$ cat config.mk
export PLATFORM = sky130hd
export DESIGN_NAME = sdr_lerp
export DESIGN_NICKNAME = d
export VERILOG_FILES = /design/src/hw/rtl/sdr_pkg.sv /design/src/hw/rtl/sdr_lerp.sv
export SDC_FILE = /design/constraint.sdc
export NUM_CORES = 2
export LEC_CHECK = 0
export ABC_AREA = 1
export BUFFER_PORTS_ARGS = -buffer_cell sky130_fd_sc_hd__buf_2
export CAP_MARGIN = 25
export CELL_PAD_IN_SITES_DETAIL_PLACEMENT = 1
export CELL_PAD_IN_SITES_GLOBAL_PLACEMENT = 1
export CORE_MARGIN = 10
export CORE_UTILIZATION = 45
export DETAILED_ROUTE_END_ITERATION = 7
export PLACE_DENSITY = 0.75
export SYNTH_ARGS = -nofsm -noshare
export SYNTH_HDL_FRONTEND = slang
export SYNTH_SLANG_ARGS = --single-unit
$ cat constraint.sdc
create_clock -name clk -period 8.7 [get_ports clk]
set_clock_uncertainty 0.15 [all_clocks]
set_input_delay 1.74 -clock clk [delete_from_list [all_inputs] [get_ports clk]]
set_output_delay 1.74 -clock clk [all_outputs]
set_load 0.02 [all_outputs]
$ cat src/hw/rtl/sdr_pkg.sv
package sdr_pkg;

	localparam int VAL_W     = 32;
	localparam int FACT_W    = 17;
	localparam int STEP_W    = 31;
	localparam int CFG_W     = 31;
	localparam int CFG_IDX_W = 2;
	localparam int NVAL      = 7;
	localparam int IDX_W     = 3;
	localparam int DIV_CNT_W = 6;
	localparam int MAX_DASHES_DEF = 16;

	localparam logic [CFG_IDX_W-1:0] REG_DASH_FACTOR = 2'd0;
	localparam logic [CFG_IDX_W-1:0] REG_STEP_LENGTH = 2'd1;
	localparam logic [CFG_IDX_W-1:0] REG_SCALARS_EN  = 2'd2;

	localparam logic [FACT_W-1:0] FACTOR_ONE      = 17'd65536;
	localparam logic [FACT_W-1:0] DASH_FACTOR_RST = 17'd49152;
	localparam logic [STEP_W-1:0] STEP_RST        = 31'd65536;

	localparam logic [DIV_CNT_W-1:0] ITERS_COUNT = 6'd32;
	localparam logic [DIV_CNT_W-1:0] ITERS_FRAC  = 6'd16;

	typedef logic signed [VAL_W-1:0] val_t;

	typedef struct packed {
		logic                 start;
		logic [VAL_W-1:0]     rem_init;
		logic [VAL_W-1:0]     dividend;
		logic [VAL_W-1:0]     divisor;
		logic [DIV_CNT_W-1:0] iters;
	} div_req_t;

	typedef struct packed {
		logic             done;
		logic [VAL_W-1:0] quo;
		logic [VAL_W-1:0] rem;
	} div_rsp_t;

	typedef struct packed {
		logic              vld;
		logic [IDX_W-1:0]  tag;
		val_t              a;
		val_t              b;
		logic [FACT_W-1:0] m;
	} lerp_req_t;

	typedef struct packed {
		logic             vld;
		logic [IDX_W-1:0] tag;
		val_t             val;
	} lerp_rsp_t;

endpackage

$ cat src/hw/rtl/sdr_lerp.sv
module sdr_lerp
	import sdr_pkg::*;
(
	input  logic      clk,
	input  logic      arst_n,
	input  lerp_req_t req,
	output lerp_rsp_t rsp
);

	localparam int PROD_W = VAL_W + FACT_W + 2;

	logic signed [VAL_W:0]    diff;
	logic signed [PROD_W-1:0] prod_s1, rnd;
	val_t                     a_s1, val_s2;
	logic [IDX_W-1:0]         tag_s1, tag_s2;
	logic                     vld_s1, vld_s2;

	assign diff = $signed({req.b[VAL_W-1], req.b}) - $signed({req.a[VAL_W-1], req.a});
	assign rnd  = (prod_s1 + $signed(PROD_W'(32768))) >>> 16;

	always_ff @(posedge clk or negedge arst_n) begin
		if (!arst_n) begin
			vld_s1 <= 1'b0;
			vld_s2 <= 1'b0;
		end else begin
			vld_s1 <= req.vld;
			vld_s2 <= vld_s1;
		end
	end

	always_ff @(posedge clk) begin
		prod_s1 <= PROD_W'(diff * $signed({1'b0, req.m}));
		a_s1    <= req.a;
		tag_s1  <= req.tag;
		// round to nearest, halves up
		val_s2  <= VAL_W'(a_s1 + rnd[VAL_W-1:0]);
		tag_s2  <= tag_s1;
	end

	assign rsp.vld = vld_s2;
	assign rsp.tag = tag_s2;
	assign rsp.val = val_s2;

endmodule

; Yosys cells after proc, flatten, opt, wreduce, memory -nomap -nowiden
; Cells that the tools add are included.
[totals]
regBits = 120
word_cells = 11
input_bits = 87
out_inout_bits = 36
[op_classes]
multipliers = 1
add_sub_neg = 3
[op_table]
columns = operator, n
row1 = $add A48 B17 Y48 const B, 1
row2 = $mul A33 B18 Y48, 1
row3 = $sub A32 B32 Y33, 1
row4 = $add A32 B32 Y32, 1

; Longest topological paths before layout
[depth]
word_depth = 2
ltp_mapped = 42
depth_no_buf = 41

; Least setup slack after synthesis
; Ideal clock, no wire load.
[synth_timing]
kind = input to register
startpoint = input port req[17] (netlist name)
endpoint = register prod_s1[43]
slack_ps = 312
setup_ps = 72
path_stages = 34
path_buffers = 0
required_time_ps = 8478
arrival_ps = 8167
cell_sequence = inv_1 -> ha_1 -> fa_1 -> inv_1 -> nand3_1 -> nand2_1 -> nand2_1 -> nand2_2 -> nand2_1 -> nand2_2 -> nand2_1 -> nand3_1 -> nand2_1 -> nor2_1 -> inv_1 -> fa_1 -> fa_1 -> inv_1 -> fa_1 -> fa_1 -> fa_1 -> inv_1 -> fa_1 -> inv_1 -> ha_1 -> nand2_1 -> nor2_1 -> inv_1 -> nor2_1 -> inv_1 -> nor3_1 -> nand4_1 -> o2111ai_1 -> xor2_1
[synth_via]
elab_chain_cells = 2
[synth_lines]
columns = item, line
row1 = from (decl), sdr_lerp.sv:6  ; input lerp_req_t req,
row2 = $sub A32 B32 Y33, sdr_lerp.sv:18  ; assign diff = $signed({req.b[VAL_W-1], req.b}) - $signed({req.a[VAL_W-1], req.a});
row3 = $mul A33 B18 Y48, sdr_lerp.sv:32  ; prod_s1 <= PROD_W'(diff * $signed({1'b0, req.m}));
row4 = to (signal assigned), sdr_lerp.sv:32
row5 = to (decl), sdr_lerp.sv:13  ; logic signed [PROD_W-1:0] prod_s1, rnd;
; Every way passes these cells.

; Final worst setup path
[layout_timing]
startpoint = input port req[55] (netlist name)
endpoint = register prod_s1[45]
; Same word-level chain as after synthesis.

==> run summary <==
During placement, the flow inserted port buffers numbering 122. In this run the worst path has a maximum fanout of 7. For the setup-violating endpoint count in the final report, the log shows 1. STA classifies the critical path endpoint as a flop.

Final wirelength: 106000 um. The checks that failed: setup timing. Yosys attributes the largest share of cell area to sky130_fd_sc_hd__fa_1 40%, sky130_fd_sc_hd__inv_1 13%, sky130_fd_sc_hd__ha_1 8.5%. The logs give 0 for the number of antenna violations at the first check in global routing and 123 for the number of top-level pins.

The biggest area contributor in the post-synthesis netlist is sky130_fd_sc_hd__fa_1. After clock tree synthesis, the clock-pin slew on the worst setup and hold paths is 80 ps. Pin count of the biggest net entering global routing: 27.

Leaving out fill and tap cells, the most frequent cell in the layout is sky130_fd_sc_hd__inv_1. The path class of the tightest hold or removal check is reg2reg. Worst setup slack after layout: -6.16 ps. The endpoint identified for the worst register-to-register timing path is val_s2[31]. The floorplan step set the die height to 258 um. After synthesis, the netlist uses 56 different library cells.

The tools report the floorplan core area as 56400 sq um. The critical path's slowest cell is sky130_fd_sc_hd__fa_1. The time the worst path needs with I/O delays and setup works out to 8710 ps. The tools report the startpoint of the worst hold path as tag_s1[1]. Of the post-synthesis cell area, the dominant cell type holds 40.4%. The count of placed standard cells in the final layout, fillers left out came out at 4611. The required time at the endpoint of the critical path is 8820 ps. The top cell types in the final layout, fill and taps aside, are 822 x sky130_fd_sc_hd__inv_1, 496 x sky130_fd_sc_hd__nand2_1, 484 x sky130_fd_sc_hd__fa_1.

TritonCTS built the clock tree. For this run, design rule violations remaining after detail routing come to 0. The arrival time at the worst endpoint was 8830 ps; the flop and latch count out of synthesis was 105. The total number of yosys warnings was 0; the remaining number of nets flagged by the antenna check after routing was 0. The clock drives 105 sinks. The maximum cell stage delay along the critical path works out to 590 ps. The starting density of the core was 45.4%; the floorplan row count was 87. Across every metal layer, demand over resource in global routing totals 30.9%.

For the reported max-cap violation count, the log shows 0. The half-perimeter wire length after detailed placement was 88700 um. The number of nets handed over by synthesis was 4079.

Once placement finished, the instance area stood at 30400 sq um. Placer congestion estimate: 0.983. Dividing the synthesized area by the synthesized cell count gives 7.75 sq um.

The number of filler instances in the final layout is 6972, and the detailed-routing iteration count for the pre-antenna-repair pass is 5. Clock tree synthesis selected as its root buffer the cell sky130_fd_sc_hd__clkbuf_16. The measured slew at the worst slew-check pin is 917 ps, and the final count of pins violating max slew is 0.

The run gives 66800 sq um as the die footprint. Setup repair after global routing could not meet its margin everywhere. The endpoint of the most critical setup path was prod_s1[45]. Tracing the worst setup path back leads to its startpoint at req[55]. The number of clock buffers added by TritonCTS is 9. The tools report the insertion delay to the later sink of the worst-skew pair as 370 ps.

STA classifies the critical path startpoint as a primary input. In the synthesized netlist, the number of instances is 3302. The sequential cell area fraction in the yosys report came out at 8.26%. The run finished, with violations left. In the final layout, the share of cells above drive strength 1 is 26.6%.

Based on the critical path, the design can be clocked at up to 115 MHz. The signed area change from the synthesized netlist to the final layout came out at 28.5%. The cell total after placement is 4553, and the worst setup slack for register-to-register paths is 4650 ps.

Measured along the x axis, the die boundary spans 258 um. After synthesis the cells add up to 25600 sq um. The ratio of final minimum period to clock period is 100%, and the post-route cell area is 32900 sq um.

The worst register-to-register path begins at prod_s1[17]. The first global-routing pass estimated 159000 um of wire. Normalized max-slew margin: 38.8%. For this run the aggregate overflow at the end of global routing stands at 0.

In this run the number of H-tree levels came out at 3. The number of antenna diodes in the final layout is 0. After detailed routing, the average wire length per cell comes to 23.0 um.

The hold violation count in the final report is 0, and the maximum buffer depth of the clock tree is 2. The logs give 27821 for the via count of the first global-routing pass and 24253 for the via count. Measured in cells, the most critical reg-to-reg path has a length of 20.

The ratio of routed vias to standard cells is 5.26, and the number of nets in the finished design is 4627. The kind of critical path was in2reg. In this run, the number of DRC markers left after iteration 0 of detailed routing was 1462.
[Yosys cell counts, drive strengths merged]
library cell / count
a211oi: 3
a21boi: 1
a21o: 10
a21oi: 123
a221oi: 3
a31o: 2
a31oi: 13
and3: 7
buf: 20
clkbuf: 63
clkinv: 4
dfrtp: 2
dfxtp: 103
fa: 516
ha: 174
inv: 870
nand2: 563
nand2b: 1
nand3: 116
nand3b: 1
nand4: 18
nor2: 444
nor3: 23
nor4: 5
o2111ai: 3
o211ai: 2
o21a: 4
o21ai: 53
o21bai: 17
o221a: 1
o221ai: 1
o22ai: 1
o31ai: 3
or2: 18
xnor2: 37
xor2: 77
[logic make-up after synthesis]
logic type | Yosys count | synth area share, %
AOI/OAI and AO/OA | 240 | 5.53
xor gates and xnor gates | 114 | 4.14
adders and majority gates | 690 | 48.9
buffers and inverters | 957 | 14.2
DFF | 105 | 8.26
and+or+nand+nor | 1196 | 19.0
[per-stage QoR]
stage          worst slack, ps  util (%)  TNS (ps)  hold WS (ps)
2_1_floorplan              312         -         0           160
3_3_place_gp              -799      54.0    -13730           160
3_5_place_dp              -953      54.0    -17930           169
4_1_cts                  -4.90      55.6     -6.66           189
5_1_grt                   -317      58.3     -2220           192
6_report                 -6.16      58.3     -6.16           187
[layout make-up]
class | instances | area [sq um] | share of cell area, %
Multi-Input combinational cell | 2240 | 21600 | 65.6
Tap cell | 756 | 946 | 2.88
Inverter | 874 | 3310 | 10.1
Clock inverter | 7 | 72.6 | 0.221
Sequential cell | 105 | 2110 | 6.43
Clock buffer | 9 | 225 | 0.685
Timing Repair Buffer | 620 | 4650 | 14.1
[worst max-delay path: cells and delay by family]
family	cells	cell delay, ps
adder cells (fa/ha/maj)	8	3570
buffers and inverters	13	1550
AND/OR/NAND/NOR	11	870
AO/OA/AOI/OAI	5	780
XOR/XNOR	1	290
[sequential cells by signal, indices dropped and copies added (netlist names)]
name / cells
tag_s2: 3
tag_s1: 3
vld_s2: 1
val_s2: 32
vld_s1: 1
prod_s1: 33
a_s1: 32
[routing by layer]
layer	share of wire (%)	routed length [um]	vias up	track usage, %
met3	6.6	7010	272	5.00
met5	0.043	46	-	0.511
met1	40	42000	12384	37.8
met2	49	52000	858	53.5
li1	-	-	10737	-
met4	4.8	5120	2	12.4
[timing repair]
| action | in CTS | in global routing |
|---|---|---|
| setup buffers | 12 | 31 |
| pin swaps | 33 | 143 |
| setup endpoints to repair | 28 | 32 |
| hold buffers | 0 | 0 |
| resized for setup | 116 | 322 |
[how the worst min path moves through the flow]
| stage | to | slack, ps | cells past startpoint |
|---|---|---|---|
| finish | tag_s2[1] | 190 | 0 |
| global route | tag_s2[1] | 190 | 0 |
| CTS | tag_s2[2] | 190 | 0 |
| detailed placement | tag_s2[2] | 170 | 0 |
| global placement | tag_s2[1] | 160 | 0 |
| floorplan | tag_s2[0] | 160 | 0 |
Power is not shown: default switching activity piles up to over one toggle a cycle in this logic, so the estimate is an artifact.
