$ cat config.mk
export PLATFORM = sky130hd
export DESIGN_NAME = sdr_div
export DESIGN_NICKNAME = d
export VERILOG_FILES = /design/src/hw/rtl/sdr_pkg.sv /design/src/hw/rtl/sdr_div.sv
export SDC_FILE = /design/constraint.sdc
export NUM_CORES = 1
export LEC_CHECK = 0
export BUFFER_PORTS_ARGS = -buffer_cell sky130_fd_sc_hd__buf_2
export CAP_MARGIN = 20
export CORE_ASPECT_RATIO = 1.5
export CORE_UTILIZATION = 50
export DETAILED_ROUTE_END_ITERATION = 6
export PLACE_DENSITY = 0.85
export RECOVER_POWER = 100
export SLEW_MARGIN = 20
export SYNTH_ARGS = -nofsm -noshare
export SYNTH_HDL_FRONTEND = slang
export SYNTH_SLANG_ARGS = --single-unit
$ cat constraint.sdc
create_clock -name clk -period 3.55 [get_ports clk]
set_input_delay 0.1775 -clock clk [delete_from_list [all_inputs] [get_ports clk]]
set_output_delay 0.1775 -clock clk [all_outputs]
set_load 0.01 [all_outputs]
$ cat src/hw/rtl/sdr_pkg.sv
package sdr_pkg;

	localparam int VAL_W     = 32;
	localparam int FACT_W    = 17;
	localparam int STEP_W    = 31;
	localparam int CFG_W     = 31;
	localparam int CFG_IDX_W = 2;
	localparam int NVAL      = 7;
	localparam int IDX_W     = 3;
	localparam int DIV_CNT_W = 6;
	localparam int MAX_DASHES_DEF = 16;

	localparam logic [CFG_IDX_W-1:0] REG_DASH_FACTOR = 2'd0;
	localparam logic [CFG_IDX_W-1:0] REG_STEP_LENGTH = 2'd1;
	localparam logic [CFG_IDX_W-1:0] REG_SCALARS_EN  = 2'd2;

	localparam logic [FACT_W-1:0] FACTOR_ONE      = 17'd65536;
	localparam logic [FACT_W-1:0] DASH_FACTOR_RST = 17'd49152;
	localparam logic [STEP_W-1:0] STEP_RST        = 31'd65536;

	localparam logic [DIV_CNT_W-1:0] ITERS_COUNT = 6'd32;
	localparam logic [DIV_CNT_W-1:0] ITERS_FRAC  = 6'd16;

	typedef logic signed [VAL_W-1:0] val_t;

	typedef struct packed {
		logic                 start;
		logic [VAL_W-1:0]     rem_init;
		logic [VAL_W-1:0]     dividend;
		logic [VAL_W-1:0]     divisor;
		logic [DIV_CNT_W-1:0] iters;
	} div_req_t;

	typedef struct packed {
		logic             done;
		logic [VAL_W-1:0] quo;
		logic [VAL_W-1:0] rem;
	} div_rsp_t;

	typedef struct packed {
		logic              vld;
		logic [IDX_W-1:0]  tag;
		val_t              a;
		val_t              b;
		logic [FACT_W-1:0] m;
	} lerp_req_t;

	typedef struct packed {
		logic             vld;
		logic [IDX_W-1:0] tag;
		val_t             val;
	} lerp_rsp_t;

endpackage

$ cat src/hw/rtl/sdr_div.sv
module sdr_div
	import sdr_pkg::*;
(
	input  logic     clk,
	input  logic     arst_n,
	input  div_req_t req,
	output div_rsp_t rsp
);

	logic [VAL_W-1:0]     rem_q, dvd_q, dsr_q, quo_q;
	logic [DIV_CNT_W-1:0] cnt_q;
	logic                 done_q;
	logic [VAL_W:0]       trial;
	logic                 fits;

	assign trial = {rem_q, dvd_q[VAL_W-1]};
	assign fits  = trial >= {1'b0, dsr_q};

	always_ff @(posedge clk or negedge arst_n) begin
		if (!arst_n) begin
			cnt_q  <= '0;
			done_q <= 1'b0;
		end else begin
			done_q <= !req.start && (cnt_q == DIV_CNT_W'(1));
			if (req.start) begin
				cnt_q <= req.iters;
			end else if (cnt_q != '0) begin
				cnt_q <= cnt_q - 1'b1;
			end
		end
	end

	always_ff @(posedge clk) begin
		if (req.start) begin
			rem_q <= req.rem_init;
			dvd_q <= req.dividend;
			dsr_q <= req.divisor;
			quo_q <= '0;
		end else if (cnt_q != '0) begin
			// one restoring step per cycle
			rem_q <= fits ? VAL_W'(trial - {1'b0, dsr_q}) : trial[VAL_W-1:0];
			dvd_q <= {dvd_q[VAL_W-2:0], 1'b0};
			quo_q <= {quo_q[VAL_W-2:0], fits};
		end
	end

	assign rsp.done = done_q;
	assign rsp.quo  = quo_q;
	assign rsp.rem  = rem_q;

	ap_done_idle: assert property (@(posedge clk) disable iff (!arst_n)
		done_q |-> (cnt_q == '0)) else $error("divider done while still iterating");
	ap_load: assert property (@(posedge clk) disable iff (!arst_n)
		req.start |=> (cnt_q == $past(req.iters))) else $error("divider count not loaded");
	ap_done_pulse: assert property (@(posedge clk) disable iff (!arst_n)
		done_q |=> !done_q) else $error("divider done held longer than one cycle");

endmodule

Yosys cells after proc, flatten, opt, wreduce, memory -nomap -nowiden:

Index checks and enable logic that the tools add are counted.

* output and inout port bits: 65
* word-level logic and storage cells: 21
* bits of input ports: 105
* register bits after elaboration: 135

* reductions and logical operators: 4
* mux-type cells: 7
* eq/ne operators: 1
* add/subtract/negate cells: 2
* magnitude comparators: 1

Operators with widths (number)
* 32-bit two-way mux: 5
* 33-bit by 32-bit >= comparator with 1-bit output: 1
* 32-bit subtractor: 1
* 6-bit two-way mux: 2
* 6-bit by 1-bit == test with 1-bit output (second input constant): 1
* 6-bit nonzero test: 1
* 6-bit by 1-bit subtractor with 6-bit output (second input constant): 1
* 2-bit nonzero test: 1
* 1-bit logical AND: 1
* 1-bit zero test: 1

Logic depth before layout (Yosys ltp):

* depth in word-level cells: 4
* mapped depth: 13
* mapped depth without buffers: 12

Worst setup path before layout:

Ideal clock, no wire load.

* kind: register to register
* start: register cnt_q[0]
* end: register dvd_q[0], enable pin
* stages on the path, launching flop included: 8
* arrival time: 2.667 ns
* buffers on the path: 2
* period minus slack after synthesis: 3.357 ns
* library setup time: 0.690 ns
* required time: 2.860 ns
* slack: 0.193 ns
* path through: dfrtp_1 inv_1 ha_1 nor2b_1 and2_1 clkbuf_1 clkbuf_1 nand2_1

* longest elaborated chain between the ends: 2

RTL lines
* start: declaration: line sdr_div.sv:11 `logic [DIV_CNT_W-1:0] cnt_q;`
* start signal: assignment: line sdr_div.sv:26 `cnt_q <= req.iters;`
* start signal: assignment: line sdr_div.sv:28 `cnt_q <= cnt_q - 1'b1;`
* 6-bit nonzero test: line sdr_div.sv:39 `end else if (cnt_q != '0) begin`
* 2-bit nonzero test (no source line)
* end signal: assignment: line sdr_div.sv:36 `dvd_q <= req.dividend;`
* end signal: assignment: line sdr_div.sv:42 `dvd_q <= {dvd_q[VAL_W-2:0], 1'b0};`
* end: declaration: line sdr_div.sv:10 `logic [VAL_W-1:0] rem_q, dvd_q, dsr_q, quo_q;`

No other way between the ends.
A chain may end at the register's enable or synchronous reset.

Worst setup path after layout:

* start: register rem_q[0]
* end: register rem_q[8], data pin

* longest elaborated chain between the ends: 4
* elaborated cells on any way between the ends: 5
* those cells by class: add/sub: 1; order compare: 1; mux: 3

RTL lines
* start: declaration: line sdr_div.sv:10
* start signal: assignment: line sdr_div.sv:35 `rem_q <= req.rem_init;`
* start signal: assignment: line sdr_div.sv:41 `rem_q <= fits ? VAL_W'(trial - {1'b0, dsr_q}) : trial[VAL_W-1:0];`
* 32-bit subtractor / 33-bit by 32-bit >= comparator with 1-bit output (equally long branches): line sdr_div.sv:41, sdr_div.sv:17
* 32-bit two-way mux (*): line sdr_div.sv:41
* 32-bit two-way mux (*): line sdr_div.sv:39
* 32-bit two-way mux (*): line sdr_div.sv:34 `if (req.start) begin`

Mark *: on every way between the ends. The rest lies on a longest branch, timed or not. The select of a mux whose other input is x is not followed.

==> summary.md <==
| Metric | Value |
|---|---|
| Fillers | 1234 |
| Hold slack | 0.03952 ns |
| FF/Latch Area | 0.003699 mm2 |
| Cts hold-fix bufs | 39 |
| Final wirelength | 18660 um |
| Largest family of logic cells by synthesized area | compound AO/OA/AOI/OAI gates |
| Failing checks | max-capacitance violations, max-slew violations |
| Final Cell Area | 0.009400 mm2 |
| Port Buffer Count | 169 |
| Tmin final | 3.237 ns |
| Final Setup Violations | 0 |
| Mux cell area share after synthesis | 6.273% |
| Post-CTS Setup Bufs | 0 |
| Post-synth top area cell | edfxtp_1 |
| Initial cell density of the core | 50.95% |
| CP top delay family | compound AO/OA/AOI/OAI gates |
| I/O pin cnt | 170 |
| Worst-Margin Slew | 2.197 ns |
| Met3 usage | 5.273% |
| Total grt overflow | 0 |
| Tcrit/Tclk final | 91.19% |
| Pwr per Cell Area | 762.3 mW/mm2 |
| Antenna Violating Nets Remaining | 0 |
| Worst flop-to-flop path startpoint | rem_q[0] |
| Placed Area | 0.008564 mm2 |
| Post-synth EDFFs | 96 |
| Antenna violations before repair | 0 |
| Final Hold Viols | 0 |
| CP max-delay cell | edfxtp_1 |
| Most frequent cells in the layout | nand2_1 (122), buf_2 (102), edfxtp_1 (96), a21oi_1 (69), clkbuf_1 (68) |
| Cts repair resizes | 0 |
| Multi-input logic area | 0.003457 mm2 |
| WS Path Type | reg -> reg |
| Leakage | 0.003858 uW |
| Synth warn | 0 |
| Largest net degree at the start of global routing | 60 |
| Worst Path Buf+Inv | 1 |
| Crit start category | flop |
| Critical Path RT | 3.63 ns |
| All-Layer GR Usage | 24.78% |
| Met2 usage | 43.94% |
| CTS H-tree depth | 4 |
| DR iter-0 viols | 337 |
| Delay of the slowest cell on the worst path | 0.46 ns |
| Most common cell after layout, fill and taps aside | nand2_1 |
| FP Rows | 55 |
| Vias in the first global route | 6445 |
| Worst setup path start | rem_q[0] |
| Ys flop type | edfxtp_1 |
| # DRC | 0 |
| Hold Crit Start | req[38] |
| Simple-Gate Fraction of Synth Area | 13.82% |
| Hold WC Path Type | in -> reg |
| Share of cells above drive strength 1 | 21.23% |
| Post-Syn Area | 0.007679 mm2 |
| Crit. End Element | flop |
| Slew HR | -46.47% |
| Placed cells | 1084 |
| Core ar. | 0.01507 mm2 |
| Full die area | 0.01587 mm2 |
| DR pass1 iterations | 5 |
| GR Layer Usage met1 | 27.57% |
| Xor-xnor portion of the synthesized cell area | 3.080% |
| Syn Inst Count | 749 |
| Register clock-pin slew on the reported worst setup and hold paths | 0.06 ns |
| GP Congestion | 0.9116 |
| DP HPWL | 13310 um |
| Area fraction in compound gates after synthesis | 16.44% |
| WL/cell | 16.15 um |
| Clock Skew | 0.01095 ns |
| Seq cells post-synth | 135 |
| Synth top area share | 37.54% |
| Fin Setup TNS | 0 ns |
| Post-synth ARST share | 5.185% |
| Max frequency | 308.9 MHz |
| Clock Sinks | 135 |
| CP Data Arrival Time | 3.32 ns |
| RSZ-0062 raised after global routing | no |
| Detailed-route via count | 6396 |
| Post-synthesis sequential area ratio | 48.17% |
| Largest cells by area after synthesis | edfxtp_1 (38%), dfxtp_1 (8.3%), nand2_1 (6.0%) |
| Die Wd | 103.2 um |
| TritonCTS clock tree | built |
| Avg Vias per Cell | 5.538 |
| Layout Cells excl Fill | 1155 |
| Syn_area_per_cell | 10.25 um2 |
| First-pass GRT wire length | 30220 um |
| Max_cap viols | 1 |
| Final #Nets | 1083 |
| Netlist cell types | 75 |
| Post-Syn Nets | 889 |
| Die H | 153.8 um |
| CP Max Fanout | 19 |
| Area Overhead vs Synth | 22.42% |
| Number of antenna diodes | 0 |
| GRT Max-Usage Layer | met2 |
| Status | finished, violations left |
| CTS buffer count | 17 |
| Slew Limit Fails | 51 |
| Worst-Skew Late Latency | 0.42 ns |
| Crit path cell chain | ha_1, nor2b_1, o31a_1, o221ai_1, a31oi_4, nor3_2, o31a_2, buf_4, o311ai_0 |
| Synth Area in Adders | 5.801% |
| Maximum root-to-sink buffer count | 2 |
| VDD IR-drop max | 0.4610 mV |
| Root Driver | clkbuf_16 |
==> flip-flops by register name, indices dropped and copies added, names as in the netlist <==
name and count:
rem_q 32, done_q 1, dvd_q 32, quo_q 32, cnt_q 6, dsr_q 32
==> power by group <==
| group | internal (uW) | leakage (uW) | switching, uW |
|---|---|---|---|
| Sequential | 2060 | 0.00134 | 218 |
| Clock | 1000 | 0.000291 | 728 |
| Combinational | 1280 | 0.00222 | 1870 |
| Total | 4350 | 0.00386 | 2820 |
==> synth_stat cells, drive strengths merged, types with 10 or more instances <==
cell type,number
buf,20
mux2i,11
xnor2,17
inv,45
xor2,10
a21o,12
a31oi,10
mux2,33
o21ai,27
a21oi,72
nor2,31
edfxtp,96
nand3,30
nand2,124
o311ai,14
dfxtp,32
clkbuf,26
nand4,10
ha,34
==> final cells by class <==
class | count | area share [%]
Inverter | 46 | 1.837
Timing Repair Buffer | 222 | 13.28
Sequential cell | 135 | 39.35
Clock inverter | 14 | 1.438
Tap cell | 199 | 2.649
Clock buffer | 18 | 4.672
Multi-Input combinational cell | 521 | 36.78
==> cell families (layout without fill, tap and decap cells) <==
kind of cell / after synthesis / in the layout
AND/OR/NAND/NOR: 233 / 233
buffers and inverters: 93 / 300
XOR/XNOR: 27 / 27
multiplexers: 44 / 44
AO/OA/AOI/OAI: 182 / 182
flip-flops: 135 / 135
adder cells (fa/ha/maj): 35 / 35
==> per-stage QoR <==
step | total power [uW] | util (%) | setup slack [ns]
3_3_place_gp | 5418 | 56.83 | 0.5269
5_1_grt | 7626 | 62.37 | 0.1165
2_1_floorplan | 4782 | - | 0.1931
3_5_place_dp | 5466 | 56.83 | 0.4483
4_1_cts | 7256 | 63.23 | 0.4355
6_report | 7166 | 62.37 | 0.3128
==> layer usage <==
metal  wire (um)  vias up
met4         809        0
met3         950       67
met1        7184     2997
li1            -     3106
met5           0        -
met2        9715      226
==> final timing paths <==
kind,end,slack [ns],depth (start not counted)
worst min-delay path,dvd_q[0],0.04,2
min in group asynchronous,cnt_q[1],0.20,2
worst max-delay path,rem_q[8],0.31,9
worst min register to register,quo_q[31],0.46,2
max in group asynchronous,done_q,3.07,2
worst max register to register,rem_q[8],0.31,9
Power figures use the tool's default switching activity.
